<file path="config.mk">
export PLATFORM = sky130hd
export DESIGN_NAME = base45_decoder
export DESIGN_NICKNAME = d
export VERILOG_FILES = /design/src/b45d_pkg.sv /design/src/base45_decoder.sv /design/src/b45d_front.sv /design/src/b45d_fifo.sv /design/src/b45d_back.sv
export SDC_FILE = /design/constraint.sdc
export NUM_CORES = 1
export LEC_CHECK = 0
export CAP_MARGIN = 20
export CORE_MARGIN = 2
export CORE_UTILIZATION = 33
export CTS_CLUSTER_SIZE = 10
export DETAILED_ROUTE_END_ITERATION = 6
export DONT_BUFFER_PORTS = 1
export PLACE_DENSITY = 0.51
export SLEW_MARGIN = 25
export SYNTH_ARGS = -nofsm -noshare
export SYNTH_HDL_FRONTEND = slang
export SYNTH_SLANG_ARGS = --single-unit
</file>
<file path="constraint.sdc">
create_clock -name clk_i -period 5.5 [get_ports clk_i]
set_input_delay 0.55 -clock clk_i [delete_from_list [all_inputs] [get_ports clk_i]]
set_output_delay 0.55 -clock clk_i [all_outputs]
set_load 0.05 [all_outputs]
</file>
<file path="src/b45d_pkg.sv">
// Shared types, status codes and the character-to-digit table of the Base45 decoder.
`timescale 1ns / 1ps
`default_nettype none

package b45d_pkg;

  localparam int unsigned QueueDepth = 4;

  localparam logic [1:0] ST_OK      = 2'd0;
  localparam logic [1:0] ST_BADCHAR = 2'd1;
  localparam logic [1:0] ST_BIGVAL  = 2'd2;
  localparam logic [1:0] ST_BADLEN  = 2'd3;

  localparam logic [5:0] DIGIT_BAD = 6'd45;

  // One decoded event handed from the front to the back.
  typedef struct packed {
    logic [7:0] hi_byte;   // first byte of a triple
    logic [7:0] lo_byte;   // only byte of a pair, second byte of a triple
    logic       two_bytes; // triple: emit hi_byte then lo_byte
    logic [1:0] status;
    logic       msg_last;
  } evt_t;

  // Map an ASCII code to its digit, DIGIT_BAD outside the alphabet.
  function automatic logic [5:0] b45_digit(input logic [7:0] ch);
    logic [5:0] d;
    d = DIGIT_BAD;
    if (ch >= 8'h30 && ch <= 8'h39) begin
      d = 6'(ch - 8'h30);
    end else if (ch >= 8'h41 && ch <= 8'h5A) begin
      d = 6'(ch - 8'h41 + 8'd10);
    end else begin
      unique case (ch)
        8'h20:   d = 6'd36; // space
        8'h24:   d = 6'd37; // $
        8'h25:   d = 6'd38; // %
        8'h2A:   d = 6'd39; // *
        8'h2B:   d = 6'd40; // +
        8'h2D:   d = 6'd41; // -
        8'h2E:   d = 6'd42; // .
        8'h2F:   d = 6'd43; // /
        8'h3A:   d = 6'd44; // :
        default: d = DIGIT_BAD;
      endcase
    end
    return d;
  endfunction

endpackage

`default_nettype wire

</file>
<file path="src/base45_decoder.sv">
// Top level of the Base45 decoder: front end, event queue and back end.
//
//   channel | direction | handshake              | word
//   --------+-----------+------------------------+-------------------------------------
//   in      | input     | in_valid_i/in_ready_o  | in_char_i, msg_end_i
//   out     | output    | out_valid_o/out_ready_i| out_byte_o, status_o, run_last_o,
//           |           |                        | msg_last_o
//
// Flow: the front takes one character per cycle while in_ready_o is high and
// classifies it in that same cycle; a completed group is written into the queue
// at the edge that takes its last character and then waits there until the back
// loads it. The back emits one output word per cycle while out_ready_i is high
// and the queue holds events; a triple gives two words, a pair or an error one.
// Reset: rst_ni is asynchronous, active low, and clears group state, queue
// pointers and the output valid.
// Stalls: in_ready_o drops only while the event queue is full; the back stalls
// on out_ready_i alone and holds its output word until taken.
`timescale 1ns / 1ps
`default_nettype none

module base45_decoder import b45d_pkg::*; #(
  parameter int unsigned QDepth = QueueDepth
) (
  input  wire logic       clk_i,
  input  wire logic       rst_ni,
  input  wire logic       in_valid_i,
  output logic            in_ready_o,
  input  wire logic [7:0] in_char_i,
  input  wire logic       msg_end_i,
  output logic            out_valid_o,
  input  wire logic       out_ready_i,
  output logic [7:0]      out_byte_o,
  output logic [1:0]      status_o,
  output logic            run_last_o,
  output logic            msg_last_o
);

  evt_t evt, head;
  logic evt_push, q_full, q_empty, q_pop;
  logic accept;

  // Take a character whenever the queue has room for the event it may cause.
  assign in_ready_o = !q_full;
  assign accept     = in_valid_i && in_ready_o;

  b45d_front u_front (
    .clk_i      (clk_i),
    .rst_ni     (rst_ni),
    .accept_i   (accept),
    .in_char_i  (in_char_i),
    .msg_end_i  (msg_end_i),
    .evt_o      (evt),
    .evt_push_o (evt_push)
  );

  // Decouple the front (at most one event per character) from the back (one byte per cycle unless stalled).
  b45d_fifo #(
    .Depth (QDepth)
  ) u_fifo (
    .clk_i       (clk_i),
    .rst_ni      (rst_ni),
    .push_i      (evt_push),
    .push_data_i (evt),
    .full_o      (q_full),
    .pop_i       (q_pop),
    .head_o      (head),
    .empty_o     (q_empty)
  );

  b45d_back u_back (
    .clk_i       (clk_i),
    .rst_ni      (rst_ni),
    .head_i      (head),
    .empty_i     (q_empty),
    .pop_o       (q_pop),
    .out_valid_o (out_valid_o),
    .out_ready_i (out_ready_i),
    .out_byte_o  (out_byte_o),
    .status_o    (status_o),
    .run_last_o  (run_last_o),
    .msg_last_o  (msg_last_o)
  );

endmodule

`default_nettype wire

</file>
<file path="src/b45d_front.sv">
// Front end: classify each character and build up digit groups into events.
`timescale 1ns / 1ps
`default_nettype none

module b45d_front import b45d_pkg::*; (
  input  wire logic       clk_i,
  input  wire logic       rst_ni,
  input  wire logic       accept_i,
  input  wire logic [7:0] in_char_i,
  input  wire logic       msg_end_i,
  output evt_t            evt_o,
  output logic            evt_push_o
);

  logic [1:0]  count_q, count_d;
  logic [10:0] partial_q, partial_d;
  logic        discard_q, discard_d;

  logic [5:0]  digit;
  logic [1:0]  count_eff;
  logic [10:0] partial_eff;
  logic [11:0] pair_val;
  logic [16:0] trip_val;

  assign digit       = b45_digit(in_char_i);
  assign count_eff   = (count_q == 2'd1 || count_q == 2'd2) ? count_q : 2'd0;
  assign partial_eff = (count_eff == 2'd0) ? 11'd0 : partial_q;
  assign pair_val    = 12'(partial_eff) + 12'(digit) * 12'd45;
  assign trip_val    = 17'(partial_eff) + 17'(digit) * 17'd2025;

  always_comb begin
    count_d    = count_q;
    partial_d  = partial_q;
    discard_d  = discard_q;
    evt_push_o = 1'b0;
    evt_o      = '0;
    if (accept_i) begin
      if (discard_q) begin
        // Drop characters until the message ends.
        if (msg_end_i) begin
          discard_d = 1'b0;
          count_d   = 2'd0;
          partial_d = '0;
        end
      end else begin
        count_d   = 2'd0;
        partial_d = '0;
        if (count_eff == 2'd0 && msg_end_i) begin
          evt_push_o     = 1'b1;
          evt_o.status   = ST_BADLEN;
          evt_o.msg_last = 1'b1;
        end else if (digit == DIGIT_BAD) begin
          evt_push_o     = 1'b1;
          evt_o.status   = ST_BADCHAR;
          evt_o.msg_last = 1'b1;
          discard_d      = !msg_end_i;
        end else if (count_eff == 2'd0) begin
          partial_d = 11'(digit);
          count_d   = 2'd1;
        end else if (count_eff == 2'd1) begin
          if (!msg_end_i) begin
            partial_d = pair_val[10:0];
            count_d   = 2'd2;
          end else if (pair_val > 12'd255) begin
            evt_push_o     = 1'b1;
            evt_o.status   = ST_BIGVAL;
            evt_o.msg_last = 1'b1;
          end else begin
            evt_push_o     = 1'b1;
            evt_o.lo_byte  = pair_val[7:0];
            evt_o.status   = ST_OK;
            evt_o.msg_last = 1'b1;
          end
        end else begin
          if (trip_val[16]) begin
            evt_push_o     = 1'b1;
            evt_o.status   = ST_BIGVAL;
            evt_o.msg_last = 1'b1;
            discard_d      = !msg_end_i;
          end else begin
            evt_push_o      = 1'b1;
            evt_o.hi_byte   = trip_val[15:8];
            evt_o.lo_byte   = trip_val[7:0];
            evt_o.two_bytes = 1'b1;
            evt_o.status    = ST_OK;
            evt_o.msg_last  = msg_end_i;
          end
        end
      end
    end
  end

  always_ff @(posedge clk_i or negedge rst_ni) begin
    if (!rst_ni) begin
      count_q   <= 2'd0;
      partial_q <= '0;
      discard_q <= 1'b0;
    end else begin
      count_q   <= count_d;
      partial_q <= partial_d;
      discard_q <= discard_d;
    end
  end

endmodule

`default_nettype wire

</file>
<file path="src/b45d_fifo.sv">
// Small event queue between the front and back ends.
`timescale 1ns / 1ps
`default_nettype none

module b45d_fifo import b45d_pkg::*; #(
  parameter int unsigned Depth = QueueDepth
) (
  input  wire logic clk_i,
  input  wire logic rst_ni,
  input  wire logic push_i,
  input  wire evt_t push_data_i,
  output logic      full_o,
  input  wire logic pop_i,
  output evt_t      head_o,
  output logic      empty_o
);

  localparam int unsigned PtrW = (Depth > 1) ? $clog2(Depth) : 1;
  localparam int unsigned CntW = $clog2(Depth + 1);
  localparam logic [PtrW-1:0] LastPtr = PtrW'(Depth - 1);

  evt_t            mem_q [Depth];
  logic [PtrW-1:0] wr_q, rd_q;
  logic [CntW-1:0] cnt_q;
  logic            do_push, do_pop;

  assign full_o  = (cnt_q == CntW'(Depth));
  assign empty_o = (cnt_q == '0);
  assign do_push = push_i && !full_o;
  assign do_pop  = pop_i && !empty_o;
  assign head_o  = mem_q[rd_q];

  always_ff @(posedge clk_i) begin
    if (do_push) begin
      mem_q[wr_q] <= push_data_i;
    end
  end

  always_ff @(posedge clk_i or negedge rst_ni) begin
    if (!rst_ni) begin
      wr_q  <= '0;
      rd_q  <= '0;
      cnt_q <= '0;
    end else begin
      if (do_push) begin
        wr_q <= (wr_q == LastPtr) ? '0 : wr_q + 1'b1;
      end
      if (do_pop) begin
        rd_q <= (rd_q == LastPtr) ? '0 : rd_q + 1'b1;
      end
      if (do_push && !do_pop) begin
        cnt_q <= cnt_q + 1'b1;
      end else if (do_pop && !do_push) begin
        cnt_q <= cnt_q - 1'b1;
      end
    end
  end

endmodule

`default_nettype wire

</file>
<file path="src/b45d_back.sv">
// Back end: expand queued events into output words held in an output register.
`timescale 1ns / 1ps
`default_nettype none

module b45d_back import b45d_pkg::*; (
  input  wire logic       clk_i,
  input  wire logic       rst_ni,
  input  wire evt_t       head_i,
  input  wire logic       empty_i,
  output logic            pop_o,
  output logic            out_valid_o,
  input  wire logic       out_ready_i,
  output logic [7:0]      out_byte_o,
  output logic [1:0]      status_o,
  output logic            run_last_o,
  output logic            msg_last_o
);

  logic       valid_q, valid_d;
  logic       second_q, second_d;
  logic [7:0] byte_q, byte_d;
  logic [1:0] status_q, status_d;
  logic       rl_q, rl_d;
  logic       ml_q, ml_d;
  logic       load;

  assign load = !valid_q || out_ready_i;

  always_comb begin
    valid_d  = valid_q;
    second_d = second_q;
    byte_d   = byte_q;
    status_d = status_q;
    rl_d     = rl_q;
    ml_d     = ml_q;
    pop_o    = 1'b0;
    if (load) begin
      valid_d = !empty_i;
      if (!empty_i) begin
        if (head_i.two_bytes && !second_q) begin
          // High byte of a triple; keep the entry for the low byte.
          byte_d   = head_i.hi_byte;
          status_d = ST_OK;
          rl_d     = 1'b0;
          ml_d     = 1'b0;
          second_d = 1'b1;
        end else begin
          byte_d   = head_i.lo_byte;
          status_d = head_i.status;
          rl_d     = 1'b1;
          ml_d     = head_i.msg_last;
          second_d = 1'b0;
          pop_o    = 1'b1;
        end
      end
    end
  end

  always_ff @(posedge clk_i or negedge rst_ni) begin
    if (!rst_ni) begin
      valid_q  <= 1'b0;
      second_q <= 1'b0;
    end else begin
      valid_q  <= valid_d;
      second_q <= second_d;
    end
  end

  always_ff @(posedge clk_i) begin
    byte_q   <= byte_d;
    status_q <= status_d;
    rl_q     <= rl_d;
    ml_q     <= ml_d;
  end

  assign out_valid_o = valid_q;
  assign out_byte_o  = byte_q;
  assign status_o    = status_q;
  assign run_last_o  = rl_q;
  assign msg_last_o  = ml_q;

endmodule

`default_nettype wire

</file>
### Yosys cells after proc, flatten, opt, wreduce, memory -nomap -nowiden

Memories as Yosys holds them, arrays and structs flattened.
Cells that the tools add are included.

* bits in registers: 35
* logic and storage cells: 131
* memories: 1
* output and inout bits: 14
* memory bits (writable): 80

Memory list
* u_fifo.mem_q: depth 4, width 20, read ports 1, clocked after memory_dff 0, wr ports 1, RTL line b45d_fifo.sv:22 `evt_t mem_q [Depth];`

* equality and inequality tests: 17
* $lt $le $gt $ge: 5
* reductions and logical operators: 23
* muxes and demuxes: 61
* multipliers: 2
* bitwise logic cells: 1
* add/sub/neg operators: 9

Operator list (number)
* 2-to-1 mux 11 bit: 8
* equality test 8 x 6 -> 1 bit, second input constant: 9
* 2-to-1 mux 20 bit: 3
* 2-to-1 mux 17 bit: 3
* 2-to-1 mux 8 bit: 5
* one-hot mux 4 bit (9 select lines): 1
* 2-to-1 mux 3 bit: 8
* 2-to-1 mux 1 bit: 21
* 2-to-1 mux 2 bit: 10
* adder 11 x 17 -> 17 bit: 1
* multiplier 6 x 11 -> 17 bit, second input constant: 1
* adder 11 x 12 -> 12 bit: 1
* > comparator 12 x 8 -> 1 bit, second input constant: 1
* multiplier 6 x 6 -> 12 bit, second input constant: 1
* 2-to-1 mux 6 bit: 2
* logical AND 1 bit: 9
* greater-or-equal comparator 8 x 6 -> 1 bit, second input constant: 1
* greater-or-equal comparator 8 x 7 -> 1 bit, second input constant: 1
* less-or-equal comparator 8 x 6 -> 1 bit, second input constant: 1
* less-or-equal comparator 8 x 7 -> 1 bit, second input constant: 1
* logical NOT 1 bit: 7
* adder 6 x 4 -> 6 bit, second input constant: 1
* equality test 2 bit, second input constant: 3
* equality test 6 bit, second input constant: 1
* other kinds (14): 18

### Longest topological paths before layout

* depth after elaboration: 15
* depth in mapped cells: 25
* gate-level depth less buffers: 23

### Modules after synthesis

A second synthesis with hierarchy kept.

* cells, all modules: 660
* area, all modules: 8150.3 um^2

By module, submodules not included
* b45d_front: cells an instance 483, times used 1, area an instance 4205.3 um^2, seq. area each 350.3 um^2
* b45d_fifo: cells an instance 141, times used 1, area an instance 3340.7 um^2, seq. area each 2577.5 um^2
* b45d_back: cells an instance 34, times used 1, area an instance 594.3 um^2, seq. area each 410.4 um^2
* base45_decoder: cells an instance 2, times used 1, area an instance 10.0 um^2, seq. area each 0.0 um^2

### Least setup slack after synthesis

No wires, ideal clock.

* path kind: input to register
* start point: input in_char_i[1]
* end point: memory u_fifo.mem_q[0][4] (netlist name) (data pin)
* data required time: 5320 ps
* path slack: -1125 ps
* stages: 22
* data arrival time: 6445 ps
* cell sequence: inv_1 > ha_1 > nor4b_2 > o21ai_1 > and3_1 > buf_4 > o21ai_0 > inv_1 > fa_1 > inv_1 > fa_1 > fa_1 > fa_1 > ha_1 > nand2_1 > o21ai_0 > a22o_1 > nor3_1 > nor3b_1 > nand3_2 > buf_4 > a21oi_1

RTL lines
* from (decl): RTL line base45_decoder.sv:28 `input wire logic [7:0] in_char_i,`
* to (decl): RTL line b45d_fifo.sv:22

==> flow_metrics.py <==
metrics = {
    "placed_design": {
        "io_buffer_count": 0,
        "gp_congestion": 0.879,
        "dp_hpwl_um": 14100,
    },
    "sta": {
        "grt_setup_unrepaired": "yes",
        "hold_viol_final": 0,
        "finalMaxSlewViolations": 0,
        "setup_viol": 0,
        "fmax_ghz": 0.185,
        "finalClockSkew_ns": 0.0106,
        "tightest_slew_ns": 0.695,
        "min_period_ns": 5.40,
        "whs_ns": 0.247,
        "max-slew-margin-rel_pct": 53.7,
        "fin_crit_sh_pct": 98.1,
        "setup_tns_ns": 0,
    },
    "final_layout": {
        "final_nets": 945,
        "synthToLayoutAreaGrowth_pct": 31.6,
        "layout-drive-gt1-share_pct": 34.3,
        "fin_util_pct": 43.9,
        "diodes": 0,
    },
    "run": {
        "cap_violations": 0,
    },
    "power": {
        "leakagePower_nw": 4.43,
        "max-vdd-ir-drop_v": 0.000227,
        "powerDensity_mw_per_mm2": 465,
    },
    "clock_network": {
        "htreeDepth": 4,
        "clk_pin_slew_ns": 0.05,
        "clock_latency_ns": 0.40,
        "cts_made_buffers": 17,
        "cts_buffer_depth": 2,
        "cts_root_buf": "clkbuf_16",
        "clock_sinks": 115,
        "cts_tree": "built",
    },
    "global_route": {
        "met2_usage_pct": 26.7,
        "met3_usage_pct": 2.70,
        "grt_max_degree": 24,
        "antenna_found_initial": 0,
        "grt_use_met1_pct": 17.9,
        "grt_pass1_wl_um": 29800,
        "busiest_layer": "met2",
        "grt_pass1_vias": 5830,
        "grt_remaining_overflow": 0,
        "grt_use_total_pct": 14.8,
    },
    "yosys": {
        "syn_inst": 683,
        "ys.flop_type": "edfxtp_1",
        "synth.avg_cell_area_sq_um": 11.8,
        "synth_edf_count": 92,
        "syn_area_sq_mm": 0.00805,
        "async_flop_share_pct": 20.0,
        "synth_fp_nets": 817,
        "ys_seq_area_share_pct": 41.5,
        "ys_warn_count": 0,
        "ys_ff_latch": 115,
        "synth_cell_types": 69,
    },
    "drt": {
        "viasPerCell": 4.83,
        "route.detailed.drc": 0,
        "drt-pass1-iter-count": 4,
        "routedWlPerCell_um": 16.2,
        "ant_nets": 0,
        "drtIter0Drc": 291,
        "routed_wirelength_um": 18600,
        "vias": 5542,
    },
    "worst_setup_path": {
        "cpPeakStageDelay_ns": 0.59,
        "worstPathCellList": "inv_12 > ha_4 > nor4b_4 > o21ai_2 > and3_4 > buf_4 > o21ai_4 > clkinv_4 > fa_2 > inv_2 > fa_1 > fa_1 > fa_2 > ha_4 > and4_4 > nand2_4 > nor3_4 > nor3_2 > nor3b_4 > buf_6 > nand3_4 > buf_6 > o22ai_4",
        "cp_max_fo": 8,
        "crit_type": "in -> reg",
        "crit_arrival_ns": 5.62,
        "path_buf_inv": 6,
        "critPathLaunchType": "input pin",
        "critPathCaptureType": "flop",
        "cp_slowest_cell": "fa_2",
        "crit_required_ns": 5.72,
        "path_delay_family": "adder cells",
    },
    "floorplan": {
        "die_area_sq_mm": 0.0257,
        "die_y_um": 160,
        "rows": 57,
        "coreArea_sq_mm": 0.0241,
        "die-width_um": 160,
        "start_util_pct": 33.4,
        "pin_count": 27,
    },
    "hold_path": {
        "min-delay-path-class": "in -> reg",
    },
    "status": {
        "status": "finished clean",
    },
}
==> cells in the final DEF, fill, tap and decap left out, types with 5 or more instances in the layout <==
cell         n
nand2b_1     7
a21oi_2      6
xor2_1      11
buf_6        8
nor2b_1      9
ha_4        16
inv_2        8
dfrtp_1     23
a21oi_1     18
nor2_1      29
mux4_2      20
and2_1      12
buf_4      115
ha_1        67
nand3_1      9
xnor2_1     11
a21o_1      10
nor2_4       5
fa_1        32
edfxtp_1    92
o21ai_0     15
nand2_1     41
clkbuf_16   17
o221ai_1     5
o21a_1       5
a211oi_1     5
inv_1       87
mux2_2      12
==> registers in the layout (all words and copies together) (netlist names) <==
name / cells
u_back.out_valid_o: 1
u_front.partial_q: 11
u_fifo.rd_q: 2
u_back.second_q: 1
u_fifo.cnt_q: 3
u_back.msg_last_o: 1
u_back.status_o: 2
u_front.discard_q: 1
u_back.out_byte_o: 8
u_back.run_last_o: 1
u_front.count_q: 2
u_fifo.wr_q: 2
u_fifo.mem_q: 80
==> report_power, final <==
group	internal, mW	switching [mW]
logic	1.18	1.22
clock network	0.706	0.362
registers	1.19	0.264
==> final timing paths <==
path | start | end | slack, ns | cells past startpoint
min | out_ready_i | u_back.out_valid_o | 0.25 | 1
min in group asynchronous | rst_ni | u_back.out_valid_o | 0.59 | 2
max in group asynchronous | rst_ni | u_front.partial_q[1] | 4.75 | 2
max reg2reg | u_front.count_q[0] | u_fifo.mem_q[3][19] | 1.36 | 13
max | in_char_i[1] | u_fifo.mem_q[3][10] | 0.10 | 23
min reg2reg | u_front.partial_q[9] | u_front.partial_q[9] | 0.47 | 2
==> synth_stat cells, types with 3 or more instances <==
| library cell | instances | area (sq um) |
|---|---|---|
| a21oi_1 | 28 | 140 |
| and2_1 | 13 | 81.3 |
| mux4_2 | 20 | 450 |
| fa_1 | 36 | 721 |
| dfrtp_1 | 23 | 576 |
| o21ai_0 | 21 | 105 |
| clkbuf_1 | 9 | 33.8 |
| o21a_1 | 5 | 37.5 |
| xor2_1 | 11 | 96.3 |
| a211oi_1 | 5 | 37.5 |
| buf_4 | 4 | 30.0 |
| a21o_1 | 10 | 75.1 |
| nand2_1 | 42 | 158 |
| mux2_2 | 12 | 135 |
| nand3_1 | 10 | 50.1 |
| o221ai_1 | 5 | 43.8 |
| and3_1 | 6 | 37.5 |
| xnor2_1 | 11 | 96.3 |
| o211a_1 | 3 | 30.0 |
| nand4_1 | 4 | 25.0 |
| nor3_1 | 7 | 35.0 |
| edfxtp_1 | 92 | 2760 |
| o22ai_1 | 5 | 31.3 |
| nor2_1 | 36 | 135 |
| buf_2 | 3 | 15.0 |
| nor2b_1 | 9 | 56.3 |
| nand2b_1 | 8 | 50.1 |
| a311oi_1 | 3 | 26.3 |
| nor3b_1 | 3 | 22.5 |
| a2111o_1 | 3 | 33.8 |
| inv_1 | 97 | 364 |
| nor4_1 | 3 | 18.8 |
| a31oi_1 | 6 | 37.5 |
| ha_1 | 85 | 1060 |
==> area by class of cell <==
type | count | area [sq um]
fillers | 2275 | 13500
clock buffers | 21 | 440
clock inverters | 11 | 136
flip-flops and latches | 115 | 3340
well taps | 324 | 405
inverters | 98 | 398
repair buffers | 127 | 1020
multi-input cells | 452 | 4850
==> through the flow <==
stage	instances	worst slack [ns]	total power [mW]	area (sq um)
floorplan	683	-0.302	3.00	8360
global placement	1096	-0.494	3.64	9460
detailed placement	1096	-0.519	3.68	9460
CTS	1130	0.00788	4.80	10100
global route	1148	-0.0625	5.26	10600
finish	1148	0.102	4.92	10600
==> routing by layer <==
metal	part of all wire (%)	wire length, um
met1	43	8090
met2	53	9870
met3	2.2	401
met4	1.4	265
met5	0	0
==> cell families (layout without fill, tap and decap cells) <==
group,count (synthesis),in the layout,share of synthesized area (%)
mux,36,36,7.90
xor+xnor,22,22,2.39
flops,115,115,41.5
buf+inv,116,257,5.66
fa+ha+maj,121,121,22.2
simple gates,151,151,9.58
compound gates,122,122,10.8
==> worst register-to-register path, cell delays in order, from the launching register on <==
cell      delay, ns
dfrtp_1        0.38
ha_1           0.63
nor2b_1        0.11
ha_1           0.29
ha_1           0.28
fa_1           0.44
a21o_1         0.20
a21o_1         0.20
a21oi_1        0.19
o21ai_0        0.20
a2111o_1       0.48
a21oi_1        0.25
nor3b_4        0.08
buf_4          0.16
==> what timing repair did <==
| item | in CTS | in global routing |
|---|---|---|
| endpoints found under the setup margin | 44 | 77 |
| pin swaps | 1 | 41 |
| hold buffers | 2 | 0 |
| buffers inserted | 0 | 18 |
| endpoints found under the hold margin | 23 | 0 |
| gates resized for setup | 8 | 63 |
Note: power is estimated with default switching activity, not from simulation.
